**config.mk**
```make
export PLATFORM = sky130hd
export DESIGN_NAME = gimbal_mode_supervisor
export DESIGN_NICKNAME = d
export VERILOG_FILES = /design/src/gms_pkg.sv /design/src/gms_in_stage.sv /design/src/gms_core.sv /design/src/gms_out_stage.sv /design/src/gimbal_mode_supervisor.sv
export SDC_FILE = /design/constraint.sdc
export NUM_CORES = 1
export LEC_CHECK = 0
export BUFFER_PORTS_ARGS = -buffer_cell sky130_fd_sc_hd__buf_2
export CORE_AREA = 4 4 154 193
export CTS_CLUSTER_SIZE = 10
export DETAILED_ROUTE_END_ITERATION = 10
export DIE_AREA = 0 0 158 197
export HOLD_SLACK_MARGIN = 0.08
export PLACE_DENSITY_LB_ADDON = 0.2
export SYNTH_ARGS = -nofsm -noshare
export SYNTH_HDL_FRONTEND = slang
export SYNTH_HIERARCHICAL = 1
export SYNTH_SLANG_ARGS = --single-unit
```
**constraint.sdc**
```tcl
create_clock -name clk_i -period 7 [get_ports clk_i]
set_input_delay 1.05 -clock clk_i [delete_from_list [all_inputs] [get_ports clk_i]]
set_output_delay 1.05 -clock clk_i [all_outputs]
set_load 0.005 [all_outputs]
```
**src/gms_pkg.sv**
```systemverilog
// Shared types, codes and helper functions of the gimbal mode supervisor.
// No dependencies; every other file of the block imports this package.
`default_nettype none

package gms_pkg;

  // Default sizes of the link age counters and of the stored targets.
  localparam int GmsAgeWidth    = 16;
  localparam int GmsTargetWidth = 32;

  // Width of the watchdog timeout register and its value after reset.
  localparam int              TimeoutWidth = 16;
  localparam logic [15:0]     TimeoutReset = 16'd25;

  // Stream tdata widths, padded to whole bytes, and the tuser width.
  localparam int InDataWidth  = 120;
  localparam int InUserWidth  = 2;
  localparam int OutDataWidth = 80;

  // Item kinds carried in tuser.
  typedef enum logic [1:0] {
    OP_CMD    = 2'd0,
    OP_STATUS = 2'd1,
    OP_TICK   = 2'd2
  } op_e;

  // Operator mode codes.
  localparam logic [1:0] MODE_IDLE   = 2'd0;
  localparam logic [1:0] MODE_SYNC   = 2'd1;
  localparam logic [1:0] MODE_JOG    = 2'd2;
  localparam logic [1:0] MODE_FOLLOW = 2'd3;

  // Reported supervisor state codes.
  localparam logic [2:0] SUP_STOP   = 3'd0;
  localparam logic [2:0] SUP_READY  = 3'd1;
  localparam logic [2:0] SUP_SYNC   = 3'd2;
  localparam logic [2:0] SUP_JOG    = 3'd3;
  localparam logic [2:0] SUP_FOLLOW = 3'd4;
  localparam logic [2:0] SUP_ERROR  = 3'd5;

  // Supervisor state register, one-hot.
  typedef enum logic [5:0] {
    ST_STOP   = 6'b000001,
    ST_READY  = 6'b000010,
    ST_SYNC   = 6'b000100,
    ST_JOG    = 6'b001000,
    ST_FOLLOW = 6'b010000,
    ST_ERROR  = 6'b100000
  } sup_state_e;

  // One input item as held in the input register.
  typedef struct packed {
    logic [1:0]         opcode;
    logic [2:0]         requested_mode_code;
    logic               reset_request;
    logic signed [31:0] target_pitch_in;
    logic signed [31:0] target_yaw_in;
    logic signed [15:0] pitch_speed_in;
    logic signed [15:0] yaw_speed_in;
    logic [15:0]        plc_error_code;
  } in_item_t;

  // One result item.
  typedef struct packed {
    logic [1:0]         cmd_mode;
    logic               cmd_exec;
    logic               cmd_ack;
    logic [3:0]         jog_dirs;
    logic               jog_override_full;
    logic signed [31:0] cmd_target_pitch;
    logic signed [31:0] cmd_target_yaw;
    logic [2:0]         supervisor_state;
    logic               operator_online;
    logic               controller_online;
    logic               fault_active;
  } result_t;

  function automatic logic [2:0] state_code(input sup_state_e s);
    logic [2:0] c;
    unique case (s)
      ST_STOP:   c = SUP_STOP;
      ST_READY:  c = SUP_READY;
      ST_SYNC:   c = SUP_SYNC;
      ST_JOG:    c = SUP_JOG;
      ST_FOLLOW: c = SUP_FOLLOW;
      ST_ERROR:  c = SUP_ERROR;
      default:   c = SUP_STOP;
    endcase
    return c;
  endfunction

endpackage

`default_nettype wire

```
**src/gms_in_stage.sv**
```systemverilog
// Input register of the gimbal mode supervisor: holds one accepted item.
// Depends on gms_pkg.
`default_nettype none

module gms_in_stage
  import gms_pkg::*;
(
  input  wire logic     clk_i,
  input  wire logic     rst_ni,
  input  wire logic     in_valid_i,
  output logic          in_ready_o,
  input  wire in_item_t in_item_i,
  input  wire logic     out_free_i,
  output logic          fire_o,
  output in_item_t      item_o
);

  logic     valid_q, valid_d;
  in_item_t item_q;

  // A tick needs a free result slot; other items finish without one.
  assign fire_o     = valid_q && ((item_q.opcode != OP_TICK) || out_free_i);
  assign in_ready_o = !valid_q || fire_o;
  assign item_o     = item_q;

  always_comb begin
    valid_d = valid_q;
    if (in_ready_o) begin
      valid_d = in_valid_i;
    end
  end

  always_ff @(posedge clk_i or negedge rst_ni) begin
    if (!rst_ni) begin
      valid_q <= 1'b0;
    end else begin
      valid_q <= valid_d;
    end
  end

  always_ff @(posedge clk_i) begin
    if (in_ready_o && in_valid_i) begin
      item_q <= in_item_i;
    end
  end

endmodule

`default_nettype wire

```
**src/gms_core.sv**
```systemverilog
// Supervisor core: held link data, watchdog ages, timeout register and the
// state decision for one item. Depends on gms_pkg.
`default_nettype none

module gms_core
  import gms_pkg::*;
#(
  parameter int AGE_WIDTH    = GmsAgeWidth,
  parameter int TARGET_WIDTH = GmsTargetWidth
) (
  input  wire logic              clk_i,
  input  wire logic              rst_ni,
  input  wire logic              cfg_we_i,
  input  wire logic [15:0]       cfg_data_i,
  input  wire logic              fire_i,
  input  wire in_item_t          item_i,
  output logic                   tick_o,
  output result_t                result_o
);

  localparam int CmpW = (AGE_WIDTH > TimeoutWidth) ? AGE_WIDTH : TimeoutWidth;

  logic [TimeoutWidth-1:0]       timeout_q;
  logic [2:0]                    mode_code_q;
  logic                          reset_req_q;
  logic signed [TARGET_WIDTH-1:0] tp_q, tp_d;
  logic signed [TARGET_WIDTH-1:0] ty_q, ty_d;
  logic [15:0]                   ps_q, ys_q;
  logic                          fault_q;
  logic [AGE_WIDTH-1:0]          op_age_q, op_age_d;
  logic [AGE_WIDTH-1:0]          plc_age_q, plc_age_d;
  sup_state_e                    state_q, state_d;
  logic                          prev_reset_q;

  logic       op_alive, ctrl_alive;
  logic [1:0] desired;
  logic       ack;

  function automatic logic signed [TARGET_WIDTH-1:0] sat_target(input logic [31:0] v);
    logic fits;
    logic signed [TARGET_WIDTH-1:0] r;
    fits = (v[31:TARGET_WIDTH-1] == {(33 - TARGET_WIDTH){v[31]}});
    if (fits) begin
      r = v[TARGET_WIDTH-1:0];
    end else if (v[31]) begin
      r = {1'b1, {(TARGET_WIDTH - 1){1'b0}}};
    end else begin
      r = {1'b0, {(TARGET_WIDTH - 1){1'b1}}};
    end
    return r;
  endfunction

  assign tp_d = sat_target(item_i.target_pitch_in);
  assign ty_d = sat_target(item_i.target_yaw_in);

  assign tick_o     = fire_i && (item_i.opcode == OP_TICK);
  assign op_alive   = CmpW'(op_age_q) < CmpW'(timeout_q);
  assign ctrl_alive = CmpW'(plc_age_q) < CmpW'(timeout_q);

  always_comb begin
    desired = MODE_IDLE;
    if (op_alive && (mode_code_q == {1'b0, MODE_SYNC} || mode_code_q == {1'b0, MODE_JOG} ||
                     mode_code_q == {1'b0, MODE_FOLLOW})) begin
      desired = mode_code_q[1:0];
    end
  end

  // State decision; the order of the checks is the priority.
  always_comb begin
    state_d = ST_READY;
    ack     = 1'b0;
    priority if (!ctrl_alive) begin
      state_d = ST_READY;
    end else if (fault_q) begin
      if (op_alive && reset_req_q && !prev_reset_q) begin
        ack     = 1'b1;
        state_d = ST_READY;
      end else begin
        state_d = ST_ERROR;
      end
    end else if (!op_alive) begin
      state_d = ST_READY;
    end else if (desired == MODE_SYNC) begin
      state_d = ST_SYNC;
    end else if (desired == MODE_JOG) begin
      state_d = ST_JOG;
    end else if (desired == MODE_FOLLOW) begin
      state_d = ST_FOLLOW;
    end else begin
      state_d = ST_READY;
    end
  end

  always_comb begin
    result_o                   = '0;
    result_o.cmd_mode          = (state_d == ST_ERROR) ? MODE_IDLE : desired;
    result_o.cmd_ack           = ack;
    result_o.supervisor_state  = state_code(state_d);
    result_o.operator_online   = op_alive;
    result_o.controller_online = ctrl_alive;
    result_o.fault_active      = fault_q;
    unique case (state_d)
      ST_SYNC: begin
        result_o.cmd_exec = 1'b1;
      end
      ST_JOG: begin
        result_o.jog_dirs          = {ys_q[15], (ys_q != 16'd0) && !ys_q[15],
                                      ps_q[15], (ps_q != 16'd0) && !ps_q[15]};
        result_o.jog_override_full = 1'b1;
      end
      ST_FOLLOW: begin
        result_o.cmd_exec         = 1'b1;
        result_o.cmd_target_pitch = 32'(tp_q);
        result_o.cmd_target_yaw   = 32'(ty_q);
      end
      default: begin
      end
    endcase
  end

  // Ages restart on a message and saturate-increment on each tick.
  always_comb begin
    op_age_d  = op_age_q;
    plc_age_d = plc_age_q;
    if (fire_i) begin
      unique case (item_i.opcode)
        OP_CMD:    op_age_d  = '0;
        OP_STATUS: plc_age_d = '0;
        OP_TICK: begin
          if (op_age_q != '1) begin
            op_age_d = op_age_q + 1'b1;
          end
          if (plc_age_q != '1) begin
            plc_age_d = plc_age_q + 1'b1;
          end
        end
        default: begin
        end
      endcase
    end
  end

  always_ff @(posedge clk_i or negedge rst_ni) begin
    if (!rst_ni) begin
      timeout_q    <= TimeoutReset;
      mode_code_q  <= '0;
      reset_req_q  <= 1'b0;
      tp_q         <= '0;
      ty_q         <= '0;
      ps_q         <= '0;
      ys_q         <= '0;
      fault_q      <= 1'b0;
      op_age_q     <= '0;
      plc_age_q    <= '0;
      state_q      <= ST_STOP;
      prev_reset_q <= 1'b0;
    end else begin
      op_age_q  <= op_age_d;
      plc_age_q <= plc_age_d;
      if (cfg_we_i) begin
        timeout_q <= cfg_data_i;
      end
      if (fire_i && item_i.opcode == OP_CMD) begin
        mode_code_q <= item_i.requested_mode_code;
        reset_req_q <= item_i.reset_request;
        tp_q        <= tp_d;
        ty_q        <= ty_d;
        ps_q        <= item_i.pitch_speed_in;
        ys_q        <= item_i.yaw_speed_in;
      end
      if (fire_i && item_i.opcode == OP_STATUS) begin
        fault_q <= (item_i.plc_error_code != 16'd0);
      end
      if (tick_o) begin
        state_q      <= state_d;
        prev_reset_q <= reset_req_q;
      end
    end
  end

  // The stored state is kept for visibility; the decision does not read it.
  logic unused_state;
  assign unused_state = ^state_q;

endmodule

`default_nettype wire

```
**src/gms_out_stage.sv**
```systemverilog
// Result register of the gimbal mode supervisor with its valid flag.
// Depends on gms_pkg.
`default_nettype none

module gms_out_stage
  import gms_pkg::*;
(
  input  wire logic    clk_i,
  input  wire logic    rst_ni,
  input  wire logic    load_i,
  input  wire result_t result_i,
  output logic         free_o,
  output logic         out_valid_o,
  input  wire logic    out_ready_i,
  output result_t      result_o
);

  logic    valid_q, valid_d;
  result_t result_q;

  assign free_o      = !valid_q || out_ready_i;
  assign out_valid_o = valid_q;
  assign result_o    = result_q;

  always_comb begin
    valid_d = valid_q;
    if (free_o) begin
      valid_d = load_i;
    end
  end

  always_ff @(posedge clk_i or negedge rst_ni) begin
    if (!rst_ni) begin
      valid_q <= 1'b0;
    end else begin
      valid_q <= valid_d;
    end
  end

  always_ff @(posedge clk_i) begin
    if (load_i) begin
      result_q <= result_i;
    end
  end

endmodule

`default_nettype wire

```
**src/gimbal_mode_supervisor.sv**
```systemverilog
// Top level of the gimbal mode supervisor: stream ports, config port and the
// input register, core and result register. Depends on gms_pkg and gms_*.
//
// Usage:
//   The slave stream takes three kinds of item, selected by s_axis_tuser:
//   operator commands, controller status and supervisor cycle ticks. A
//   command or a status transfer only updates held data and restarts the age
//   of its link. Each tick produces exactly one result transfer on the master
//   stream with the commanded mode, execute and acknowledge flags, jog
//   directions, follow targets, the supervisor state and the link status.
//   Kind code 3 is consumed without effect.
//   A tick transfer lands in the input register; the decision logic behind
//   it loads the result register once that register is free, and the
//   result leaves from there when the receiver takes it.
//   Throughput is one item per cycle, save that a tick waits for a free
//   result register; it is set by the single decision pass between them.
//   When the receiver stalls, the pending result waits in the result
//   register; commands and status still flow, and a tick waits in the input
//   register, holding back the slave stream, until the result register
//   frees up.
//   The timeout register is written through the cfg channel, which is always ready;
//   the user is to write it only while the block is idle, which is not enforced.
//   Reset clears all held data and ages, loads the timeout with 25 ticks and
//   puts the supervisor in the stop state, which is never reported.
`default_nettype none

module gimbal_mode_supervisor
  import gms_pkg::*;
#(
  parameter int AGE_WIDTH    = GmsAgeWidth,
  parameter int TARGET_WIDTH = GmsTargetWidth
) (
  input  wire logic                    clk_i,
  input  wire logic                    rst_ni,
  input  wire logic                    s_axis_tvalid,
  output logic                         s_axis_tready,
  // Fields from bit 0: requested_mode_code[2:0], reset_request, target_pitch_in[31:0],
  // target_yaw_in[31:0], pitch_speed_in[15:0], yaw_speed_in[15:0],
  // plc_error_code[15:0], zero padding.
  input  wire logic [InDataWidth-1:0]  s_axis_tdata,
  // Fields from bit 0: opcode[1:0].
  input  wire logic [InUserWidth-1:0]  s_axis_tuser,
  output logic                         m_axis_tvalid,
  input  wire logic                    m_axis_tready,
  // Fields from bit 0: cmd_mode[1:0], cmd_exec, cmd_ack, jog_dirs[3:0],
  // jog_override_full, cmd_target_pitch[31:0], cmd_target_yaw[31:0],
  // supervisor_state[2:0], operator_online, controller_online, fault_active,
  // zero padding.
  output logic [OutDataWidth-1:0]      m_axis_tdata,
  input  wire logic                    cfg_valid_i,
  output logic                         cfg_ready_o,
  input  wire logic [TimeoutWidth-1:0] cfg_data_i
);

  in_item_t in_item, item;
  result_t  result, result_q;
  logic     fire, tick, out_free;

  // Unpack the slave payload.
  assign in_item.opcode              = s_axis_tuser;
  assign in_item.requested_mode_code = s_axis_tdata[2:0];
  assign in_item.reset_request       = s_axis_tdata[3];
  assign in_item.target_pitch_in     = s_axis_tdata[35:4];
  assign in_item.target_yaw_in       = s_axis_tdata[67:36];
  assign in_item.pitch_speed_in      = s_axis_tdata[83:68];
  assign in_item.yaw_speed_in        = s_axis_tdata[99:84];
  assign in_item.plc_error_code      = s_axis_tdata[115:100];

  // The timeout register takes a write in any cycle.
  assign cfg_ready_o = 1'b1;

  gms_in_stage u_in_stage (
    .clk_i      (clk_i),
    .rst_ni     (rst_ni),
    .in_valid_i (s_axis_tvalid),
    .in_ready_o (s_axis_tready),
    .in_item_i  (in_item),
    .out_free_i (out_free),
    .fire_o     (fire),
    .item_o     (item)
  );

  gms_core #(
    .AGE_WIDTH    (AGE_WIDTH),
    .TARGET_WIDTH (TARGET_WIDTH)
  ) u_core (
    .clk_i      (clk_i),
    .rst_ni     (rst_ni),
    .cfg_we_i   (cfg_valid_i),
    .cfg_data_i (cfg_data_i),
    .fire_i     (fire),
    .item_i     (item),
    .tick_o     (tick),
    .result_o   (result)
  );

  gms_out_stage u_out_stage (
    .clk_i       (clk_i),
    .rst_ni      (rst_ni),
    .load_i      (tick),
    .result_i    (result),
    .free_o      (out_free),
    .out_valid_o (m_axis_tvalid),
    .out_ready_i (m_axis_tready),
    .result_o    (result_q)
  );

  // Pack the master payload, first field in the lowest bits.
  assign m_axis_tdata = {1'b0,
                         result_q.fault_active,
                         result_q.controller_online,
                         result_q.operator_online,
                         result_q.supervisor_state,
                         result_q.cmd_target_yaw,
                         result_q.cmd_target_pitch,
                         result_q.jog_override_full,
                         result_q.jog_dirs,
                         result_q.cmd_ack,
                         result_q.cmd_exec,
                         result_q.cmd_mode};

endmodule

`default_nettype wire

```
==> impl_metrics.csv, run 1 <==
group,metric,value,unit
flow_run,drv_cap,0,
pwr,leakage,6.97,nW
pwr,p_seq_frac,0.512,
synth,synth_commonest_cells,"nand2_1, edfxtp_1, dfrtp_1",
grt,antenna_found_initial,4,
synth,synth.most_common_cell,"nand2_1",
grt,grt_max_degree,104,
timing,finalHoldViolations,0,
timing,slew_violations,0,
timing,finalCritPeriodShare,0.500,
die,dieArea,31100,um2
cts,ctsResizeCount,0,
die,initial_core_util,0.509,
critical_path,cp.required,7200,ps
status,status,"finished clean",
die,io_pins,226,
grt,grt_pass1_vias,8996,
placement,dpl-instance-area,15400,um2
timing,finalSetupViolations,0,
grt,track_usage,0.188,
timing,max_freq,0.286,GHz
critical_path,slowest_delay,750,ps
critical_path,worstSetupEndpointType,"register",
timing,finClkSkew,14.9,ps
critical_path,path_delay_family,"buffers and inverters",
synth,yosys_warnings,6,
synth,ys_ff_latch,349,
timing,slew-limit-headroom,0.256,
synth,async_reset_ff_frac,0.436,
synth,seq_area_frac_synth,0.691,
synth,avgSynthCellArea,12.8,um2
placement,place_hpwl,18800,um
cells_and_area,nets,1492,
cells_and_area,fillers,2242,
critical_path,path_max_fanout,44,
synth,synthCells,1099,
synth,synth_nets,1274,
timing,rsz0062_at_grt,"false",
synth,synth_edf_count,197,
cts,clk_pin_slew,50,ps
route,avgRoutedWirePerCell,17.3,um
die,num_rows,68,
critical_path,criticalPathCategory,"in2reg",
synth,ys_types,63,
cells_and_area,seq_area,9720,um2
cts,ctsHtreeMaxLevel,2,
cts,cts_hold_buf,0,
cts,clock_latency,530,ps
pwr,ir_drop,0.000253,V
cells_and_area,fin_util,0.601,
timing,min_period,3500,ps
cts,cts_tree,"built",
route,drt_iter0_markers,496,
cts,cts_buffers,41,
pwr,powerDensity,286,nW/um2
pwr,power.switching,1.11,mW
pwr,power_frac_comb,0.087,
timing,fin_setup_tns,0,ps
die,die_w,158,um
critical_path,worst-endpoint-arrival,3700,ps
worst_hold_path,hold_class,"reg2reg",
synth,synth_area,14100,um2
cts,clockBufferDepth,3,
route,drc_errors,0,
cts,root_buffer,"clkbuf_16",
route,routed_wl,29400,um
route,ant_nets,0,
cts,clock-sinks,349,
cells_and_area,area_delta_synth_final,18.0,%
pwr,switching_share,0.233,
synth,synthFlopType,"edfxtp_1",
placement,port_buffers,219,
placement,gp_congestion,0.830,
synth,synth_top_area_cell,"edfxtp_1",
route,viasPerCell,5.21,
cts,postCtsSetupBuffers,0,
timing,worst_pin_slew,1120,ps
die,die_h,197,um
critical_path,cpMaxStageDelayCell,"clkinv_2",
cells_and_area,multi_input_comb_area,3720,um2
route,dr.pass1.iters,5,
pwr,p_total,4.76,mW
grt,grt_overflow_total,0,
grt,grt_pass1_wl,46400,um
cells_and_area,drive_above_1_share,0.269,
pwr,power_frac_clock,0.401,
critical_path,path_cells,"buf_2, nand2b_4, nor3b_1, nor2b_1, and2b_2, nand2_1, clkinv_2, buf_4",
critical_path,start_kind,"primary input",
die,core,27700,um2
pwr,internal_power,3.65,mW
critical_path,critPathBufInv,3,
synth,synth.area.top_cells,"edfxtp_1, dfrtp_1, nand2_1, o21ai_0, nor3_2",
synth,yosys.area.top_type_share,0.420,
route,num_vias,8844,
cells_and_area,fin_area,16600,um2
==> worst min-delay path, cell delays in order (launching register included) <==
cell and delay (ps):
edfxtp_1 310, nand2_1 40, nand2_1 50
==> power by group through the flow <==
| stage | logic [mW] | clock network [mW] | registers (mW) |
|---|---|---|---|
| final | 0.416 | 1.91 | 2.43 |
| after global placement | 0.407 | 0 | 2.46 |
| after detailed placement | 0.419 | 0 | 2.47 |
| after CTS | 0.424 | 1.96 | 2.43 |
| after global routing | 0.477 | 2.05 | 2.45 |
| after floorplan | 0.281 | 0 | 2.46 |
==> through the flow <==
step                      worst slack, ps  hold WS (ps)  instances
after floorplan                      2100           415       1099
after global placement               2970           422       1624
after detailed placement             2960           423       1624
after CTS                            3530           423       1698
after global routing                 3240           457       1699
final                                3500           423       1699
==> sequential cells by signal, summed over array words and instances (netlist names) <==
name	count
u_in_stage/item_o	118
u_out_stage/result_o	79
u_core/op_age_q	16
u_core/plc_age_q	16
u_core/ps_q	16
u_core/reset_req_q	1
u_core/mode_code_q	3
u_core/prev_reset_q	1
u_core/fault_q	1
u_in_stage/valid_q	1
u_core/ty_q	32
u_core/ys_q	16
u_core/tp_q	32
u_out_stage/out_valid_o	1
u_core/timeout_q	16
==> logic make-up (layout without fill, tap and decap cells) <==
kind of cell    count (synthesis)  after routing  share of synthesized area
compound gates                134            134                     0.0560
simple gates                  412            412                      0.163
mux                             3              3                    0.00231
fa+ha+maj                      32             32                     0.0284
xor+xnor                       20             20                     0.0124
buf+inv                       147            396                     0.0466
flops                         349            349                      0.691
other cells                     2              3                   0.000534
==> layer usage <==
| layer | track usage | vias up | routed length [um] |
|---|---|---|---|
| met4 | 0.0619 | 6 | 806 |
| met2 | 0.318 | 248 | 14800 |
| met5 | 0 | - | 47 |
| met1 | 0.238 | 4270 | 11800 |
| met3 | 0.0492 | 57 | 2060 |
| li1 | - | 4263 | - |
==> cell usage in the layout, fill, tap and decap left out, types with 4 or more instances in the layout <==
master     synthesis  layout
or3_1              5       5
a21oi_1           12      12
nand4_1           12      12
buf_4             14      10
o21ai_0           97      97
ha_1              32      32
xor2_1             4       4
nor4_1            24      24
nor3_2            41      41
nand2_1          209     209
o211ai_1           6       6
clkbuf_16          0      43
nor3_1            20      20
nor2_1            27      26
xnor2_1           16      16
inv_1             92      91
nand3_1           15      14
nor4_2            16      16
buf_2             11     218
dfrtp_1          149     149
nor2b_1            5       4
nand2b_1           7       7
edfxtp_1         197     197
clkbuf_1          24      29
==> layout make-up <==
cell class / instances / share of cell area
diodes: 1 / 0.000151
clock buffers: 72 / 0.0713
clock inverters: 2 / 0.00105
inverters: 93 / 0.0211
multi-input cells: 603 / 0.224
flip-flops and latches: 349 / 0.585
well taps: 350 / 0.0264
repair buffers: 229 / 0.0709
==> final timing paths <==
kind                                                   from  cells after the start                           endpoint  slack, ps
setup / recovery                              m_axis_tready                      8  u_out_stage/result_o[4]$_DFFE_PP_       3500
hold / removal              u_in_stage/item_o[29]$_DFFE_PP_                      2        u_core/ys_q[13]$_DFFE_PN0P_        420
setup reg to reg           u_in_stage/item_o[117]$_DFFE_PP_                      6  u_out_stage/result_o[4]$_DFFE_PP_       3660
hold reg to reg             u_in_stage/item_o[29]$_DFFE_PP_                      2        u_core/ys_q[13]$_DFFE_PN0P_        420
max in group asynchronous                            rst_ni                      2        u_core/tp_q[16]$_DFFE_PN0P_       5110
min in group asynchronous                            rst_ni                      1    u_core/plc_age_q[9]$_DFFE_PN0P_        640
Note: power is estimated with default switching activity, not from simulation.
==> run 2: changes to the inputs <==
--- a/config.mk
+++ b/config.mk
@@ -6,10 +6,10 @@
 export NUM_CORES = 1
 export LEC_CHECK = 0
 export BUFFER_PORTS_ARGS = -buffer_cell sky130_fd_sc_hd__buf_2
-export CORE_AREA = 4 4 154 193
+export CORE_AREA = 4 4 147 185
 export CTS_CLUSTER_SIZE = 10
 export DETAILED_ROUTE_END_ITERATION = 10
-export DIE_AREA = 0 0 158 197
+export DIE_AREA = 0 0 151 189
 export HOLD_SLACK_MARGIN = 0.08
 export PLACE_DENSITY_LB_ADDON = 0.2
 export SYNTH_ARGS = -nofsm -noshare
==> constraint.sdc (replaced) <==
create_clock -name clk_i -period 3.45 [get_ports clk_i]
set_input_delay 0.5175 -clock clk_i [delete_from_list [all_inputs] [get_ports clk_i]]
set_output_delay 0.5175 -clock clk_i [all_outputs]
set_load 0.005 [all_outputs]
==> run 2 against run 1 <==
Net effect:
- final cell count unchanged
- critical path depth shrank 1
- worst hold slack worse by 340 ps
- sequential power rose by 100%
- largest power group unchanged
- highest routed layer unchanged
==> impl_metrics.csv, run 2 (synthesis gave the netlist of run 1 again) <==
group,metric,value,unit
status,status,"finished clean",
cells_and_area,drive_above_1_share,0.278,
critical_path,cp-startpoint,"u_core/op_age_q[13]$_DFFE_PN0P_",
cts,root_buffer,"clkbuf_16",
die,io_pins,226,
critical_path,start_kind,"register",
route,viasPerCell,5.16,
timing,worst_pin_slew,829,ps
route,drc_errors,0,
critical_path,cp.required,3790,ps
die,num_rows,66,
grt,grt_max_degree,88,
route,ant_nets,0,
timing,slew-limit-headroom,0.448,
cells_and_area,fin_util,0.655,
cts,clock-sinks,349,
grt,grt_overflow_total,0,
grt,grt_pass1_wl,45500,um
pwr,ir_drop,0.000470,V
timing,rsz0062_at_grt,"false",
route,routed_wl,28400,um
cts,cts_tree,"built",
timing,finalSetupViolations,0,
cts,clock_latency,530,ps
pwr,leakage,7.06,nW
cts,ctsResizeCount,0,
route,drt_iter0_markers,433,
critical_path,reg2reg_from,"u_core/op_age_q[13]$_DFFE_PN0P_",
cells_and_area,largest_reg_flops,118,
timing,slew_violations,0,
placement,port_buffers,219,
critical_path,path_max_fanout,25,
placement,place_hpwl,19100,um
die,die_h,189,um
die,core,25600,um2
timing,max_freq,0.361,GHz
die,die_w,151,um
cts,cts_hold_buf,0,
route,avgRoutedWirePerCell,16.7,um
die,dieArea,28500,um2
pwr,power_frac_clock,0.403,
grt,grt_pass1_vias,8878,
cts,clk_pin_slew,50,ps
cells_and_area,layout_common_cells,"buf_2, nand2_1, edfxtp_1, dfrtp_1, o21ai_0",
timing,finalCritPeriodShare,0.804,
cts,postCtsSetupBuffers,0,
grt,antenna_found_initial,4,
critical_path,worst-endpoint-arrival,3110,ps
route,num_vias,8771,
timing,finalHoldViolations,0,
die,initial_core_util,0.550,
route,dr.pass1.iters,5,
grt,track_usage,0.202,
timing,min_period,2770,ps
pwr,switching_share,0.234,
cts,ctsHtreeMaxLevel,2,
timing,finClkSkew,17.1,ps
cells_and_area,area_delta_synth_final,19.2,%
cts,cts_buffers,41,
critical_path,r2r_slack,680,ps
cells_and_area,nets,1502,
flow_run,drv_cap,0,
timing,fin_setup_tns,0,ps
pwr,power.switching,2.27,mW
pwr,internal_power,7.43,mW
pwr,p_seq_frac,0.509,
pwr,power_frac_comb,0.088,
critical_path,criticalPathCategory,"reg2reg",
worst_hold_path,hold_class,"in2async",
critical_path,worstSetupEndpointType,"register",
cts,clockBufferDepth,3,
placement,gp_congestion,0.816,
cells_and_area,final_common_cell,"buf_2",
pwr,powerDensity,579,nW/um2
[run 2: cell types whose count changed in the layout (fill, tap and decap cells not counted), sizes merged]
cell / change
clkbuf: -1
buf: +10
inv: +1
[run 2: power groups by stage]
stage / Combinational [mW] / Clock [mW] / Sequential (mW)
after global routing: 0.983 / 4.22 / 4.97
after CTS: 0.872 / 4.01 / 4.94
after global placement: 0.831 / 0 / 5.00
final: 0.857 / 3.91 / 4.94
after floorplan: 0.570 / 0 / 4.98
after detailed placement: 0.863 / 0 / 5.02
[run 2: final cells by class]
class                           instances  area (um2)
Timing Repair Buffer                  239        1330
Clock inverter                          3        37.5
Multi-Input combinational cell        603        3720
Tap cell                              340         425
Fill cell                            1933        8830
Sequential cell                       349        9720
Inverter                               93         350
Antenna cell                            1        2.50
Clock buffer                           71        1190
[run 2: worst paths after layout]
check	endpoint	depth (start not counted)
hold reg to reg	u_core/ys_q[0]$_DFFE_PN0P_	2
min in group clk_i	u_in_stage/item_o[98]$_DFFE_PP_	1
hold / removal	u_core/op_age_q[9]$_DFFE_PN0P_	1
setup reg to reg	u_out_stage/result_o[17]$_DFFE_PP_	7
setup / recovery	u_out_stage/result_o[17]$_DFFE_PP_	7
max in group asynchronous	u_core/timeout_q[0]$_DFFE_PN1P_	2
[run 2: stage by stage]
step | instances | area [um2] | hold WS [ps] | total power, mW | setup WS, ps
after floorplan | 1099 | 14100 | 222 | 5.55 | 88.6
after global routing | 1699 | 16800 | 135 | 10.2 | 518
after detailed placement | 1624 | 15500 | 423 | 5.88 | 698
after global placement | 1624 | 15500 | 421 | 5.83 | 738
final | 1699 | 16800 | 80.9 | 9.71 | 677
after CTS | 1698 | 16800 | 103 | 9.82 | 694
[run 2: layer usage]
layer  GRT usage  part of all wire  up-vias
met3      0.0496             0.059       61
met1       0.252              0.39     4200
met2       0.347              0.52      225
li1            -                 -     4279
met5           0            0.0014        -
met4      0.0628             0.028        6
[run 2: critical path: stages, from the launching register on]
cell	delay, ps
dfrtp_1	440
ha_1	340
a211oi_1	230
o21ai_0	140
a22oi_2	420
nand3_4	470
buf_12	360
nor4_1	170
==> run 3: changes to the inputs <==
--- a/config.mk
+++ b/config.mk
@@ -6,10 +6,10 @@
 export NUM_CORES = 1
 export LEC_CHECK = 0
 export BUFFER_PORTS_ARGS = -buffer_cell sky130_fd_sc_hd__buf_2
-export CORE_AREA = 4 4 147 185
+export CORE_AREA = 4 4 154 193
 export CTS_CLUSTER_SIZE = 10
 export DETAILED_ROUTE_END_ITERATION = 10
-export DIE_AREA = 0 0 151 189
+export DIE_AREA = 0 0 158 197
 export HOLD_SLACK_MARGIN = 0.08
 export PLACE_DENSITY_LB_ADDON = 0.2
 export SYNTH_ARGS = -nofsm -noshare
==> constraint.sdc (replaced) <==
create_clock -name clk_i -period 2.55 [get_ports clk_i]
set_input_delay 0.3825 -clock clk_i [delete_from_list [all_inputs] [get_ports clk_i]]
set_output_delay 0.3825 -clock clk_i [all_outputs]
set_load 0.005 [all_outputs]
==> run 3 against run 2 <==
Net effect:
- critical path depth is the same
- maximum frequency increased by 16%
- largest power group unchanged
- combinational power is 60% higher
- clock-buffer cell count fell by 1
- highest routed layer is now met4
==> impl_metrics.csv, run 3 (synthesis gave the netlist of run 1 again) <==
group,metric,value,unit
status,status,"finished clean",
route,num_vias,9348,
die,die_w,158,um
timing,finalSetupViolations,0,
route,drt_iter0_markers,477,
grt,grt_max_degree,68,
placement,port_buffers,219,
cts,clockBufferDepth,3,
cts,clock_latency,520,ps
route,avgRoutedWirePerCell,16.9,um
timing,rsz0062_at_grt,"false",
cells_and_area,layout_common_cells,"buf_2, nand2_1, edfxtp_1, dfrtp_1, dlygate4sd3_1",
grt,grtUsageMet2,0.344,
critical_path,worst-endpoint-arrival,2700,ps
pwr,powerDensity,725,nW/um2
route,drc_errors,0,
pwr,leakage,7.67,nW
grt,antenna_found_initial,1,
cts,clk_pin_slew,50,ps
pwr,p_total,13.2,mW
grt,busiest_layer,"met2",
route,routed_wl,31200,um
die,io_pins,226,
cells_and_area,fillers,1991,
critical_path,path_max_fanout,10,
cells_and_area,seq_area,9720,um2
timing,min_period,2380,ps
die,num_rows,68,
placement,gp_congestion,0.836,
timing,finalCritPeriodShare,0.935,
timing,finClkSkew,10.2,ps
cts,root_buffer,"clkbuf_16",
placement,place_hpwl,19700,um
critical_path,criticalPathCategory,"reg2reg",
timing,finalHoldViolations,0,
cells_and_area,nets,1642,
die,core,27700,um2
cells_and_area,final_common_cell,"buf_2",
cts,cts_buffers,41,
timing,slew-limit-headroom,0.653,
grt,grt_pass1_wl,49600,um
route,dr.pass1.iters,5,
cells_and_area,fin_util,0.660,
timing,slew_violations,0,
cells_and_area,multi_input_comb_area,3750,um2
grt,met3_usage,0.0474,
cts,clock-sinks,349,
grt,met1_usage,0.251,
critical_path,worstSetupEndpointType,"register",
grt,grt_overflow_total,0,
critical_path,start_kind,"register",
route,viasPerCell,5.06,
cts,cts_tree,"built",
grt,track_usage,0.201,
critical_path,cp.required,2870,ps
route,ant_nets,0,
cells_and_area,area_delta_synth_final,29.6,%
timing,max_freq,0.419,GHz
die,die_h,197,um
pwr,ir_drop,0.000544,V
grt,grt_pass1_vias,9785,
cts,ctsHtreeMaxLevel,2,
worst_hold_path,hold_class,"in2reg",
cells_and_area,drive_above_1_share,0.258,
cells_and_area,largest_reg_flops,118,
timing,worst_pin_slew,515,ps
die,dieArea,31100,um2
die,initial_core_util,0.509,
flow_run,drv_cap,0,
==> run 3: area by class of cell <==
class,instances,share of cell area
multi-input cells,603,0.205
flip-flops and latches,349,0.533
repair buffers,379,0.153
clock buffers,70,0.0639
well taps,350,0.0240
diodes,1,0.000137
clock inverters,2,0.00117
inverters,93,0.0193
==> run 3: where the power goes <==
part           switching, mW  internal, mW  total (mW)  leakage, nW
combinational          0.797         0.573        1.37         3.31
clock                   2.08          3.09        5.17        0.567
sequential             0.188          6.49        6.68         3.80
==> run 3: critical path, cell delays in order (launching register included) <==
cell	delay, ps
dfrtp_1	420
ha_1	310
a211oi_1	250
o211ai_1	150
a221oi_2	310
nand3_2	210
buf_4	240
nor4_1	310
==> run 3: stage by stage <==
| stage | cells | TNS (ps) | setup slack, ps | instance area (um2) | hold slack (ps) |
|---|---|---|---|---|---|
| floorplan | 1099 | -63060 | -368 | 14100 | 86.9 |
| global placement | 1637 | 0 | 22.8 | 15700 | 340 |
| detailed placement | 1637 | -19.1 | -19.1 | 15700 | 339 |
| CTS | 1842 | 0 | 94.9 | 18200 | 88.0 |
| global route | 1847 | 0 | 26.7 | 18200 | 104 |
| finish | 1847 | 0 | 166 | 18200 | 102 |
==> run 3: worst paths after layout <==
check | from | to | slack, ps | cells after the start
worst max-delay path | u_core/plc_age_q[11]$_DFFE_PN0P_ | u_out_stage/result_o[72]$_DFFE_PP_ | 170 | 7
worst min-delay path | cfg_data_i[3] | u_core/timeout_q[3]$_DFFE_PN1P_ | 100 | 3
worst max register to register | u_core/plc_age_q[11]$_DFFE_PN0P_ | u_out_stage/result_o[72]$_DFFE_PP_ | 170 | 7
worst min register to register | u_in_stage/item_o[28]$_DFFE_PP_ | u_core/ys_q[12]$_DFFE_PN0P_ | 430 | 2
max in group asynchronous | rst_ni | u_core/tp_q[19]$_DFFE_PN0P_ | 1460 | 3
min in group asynchronous | rst_ni | u_core/timeout_q[1]$_DFFE_PN0P_ | 370 | 2
==> run 3: layer usage <==
layer,routed length [um],part of all wire,up-vias
met4,968,0.031,0
met5,0,0,-
met2,15900,0.51,247
li1,-,-,4564
met3,1860,0.059,62
met1,12500,0.40,4475
==> run 3: what timing repair did <==
| item | CTS | global route |
|---|---|---|
| gates cloned | 0 | 0 |
| setup buffers | 2 | 4 |
| endpoints found under the hold margin | 167 | 0 |
| endpoints found under the setup margin | 3 | 4 |
| pin swaps | 1 | 2 |
| gates resized for setup | 0 | 3 |
| hold buffers | 131 | 0 |
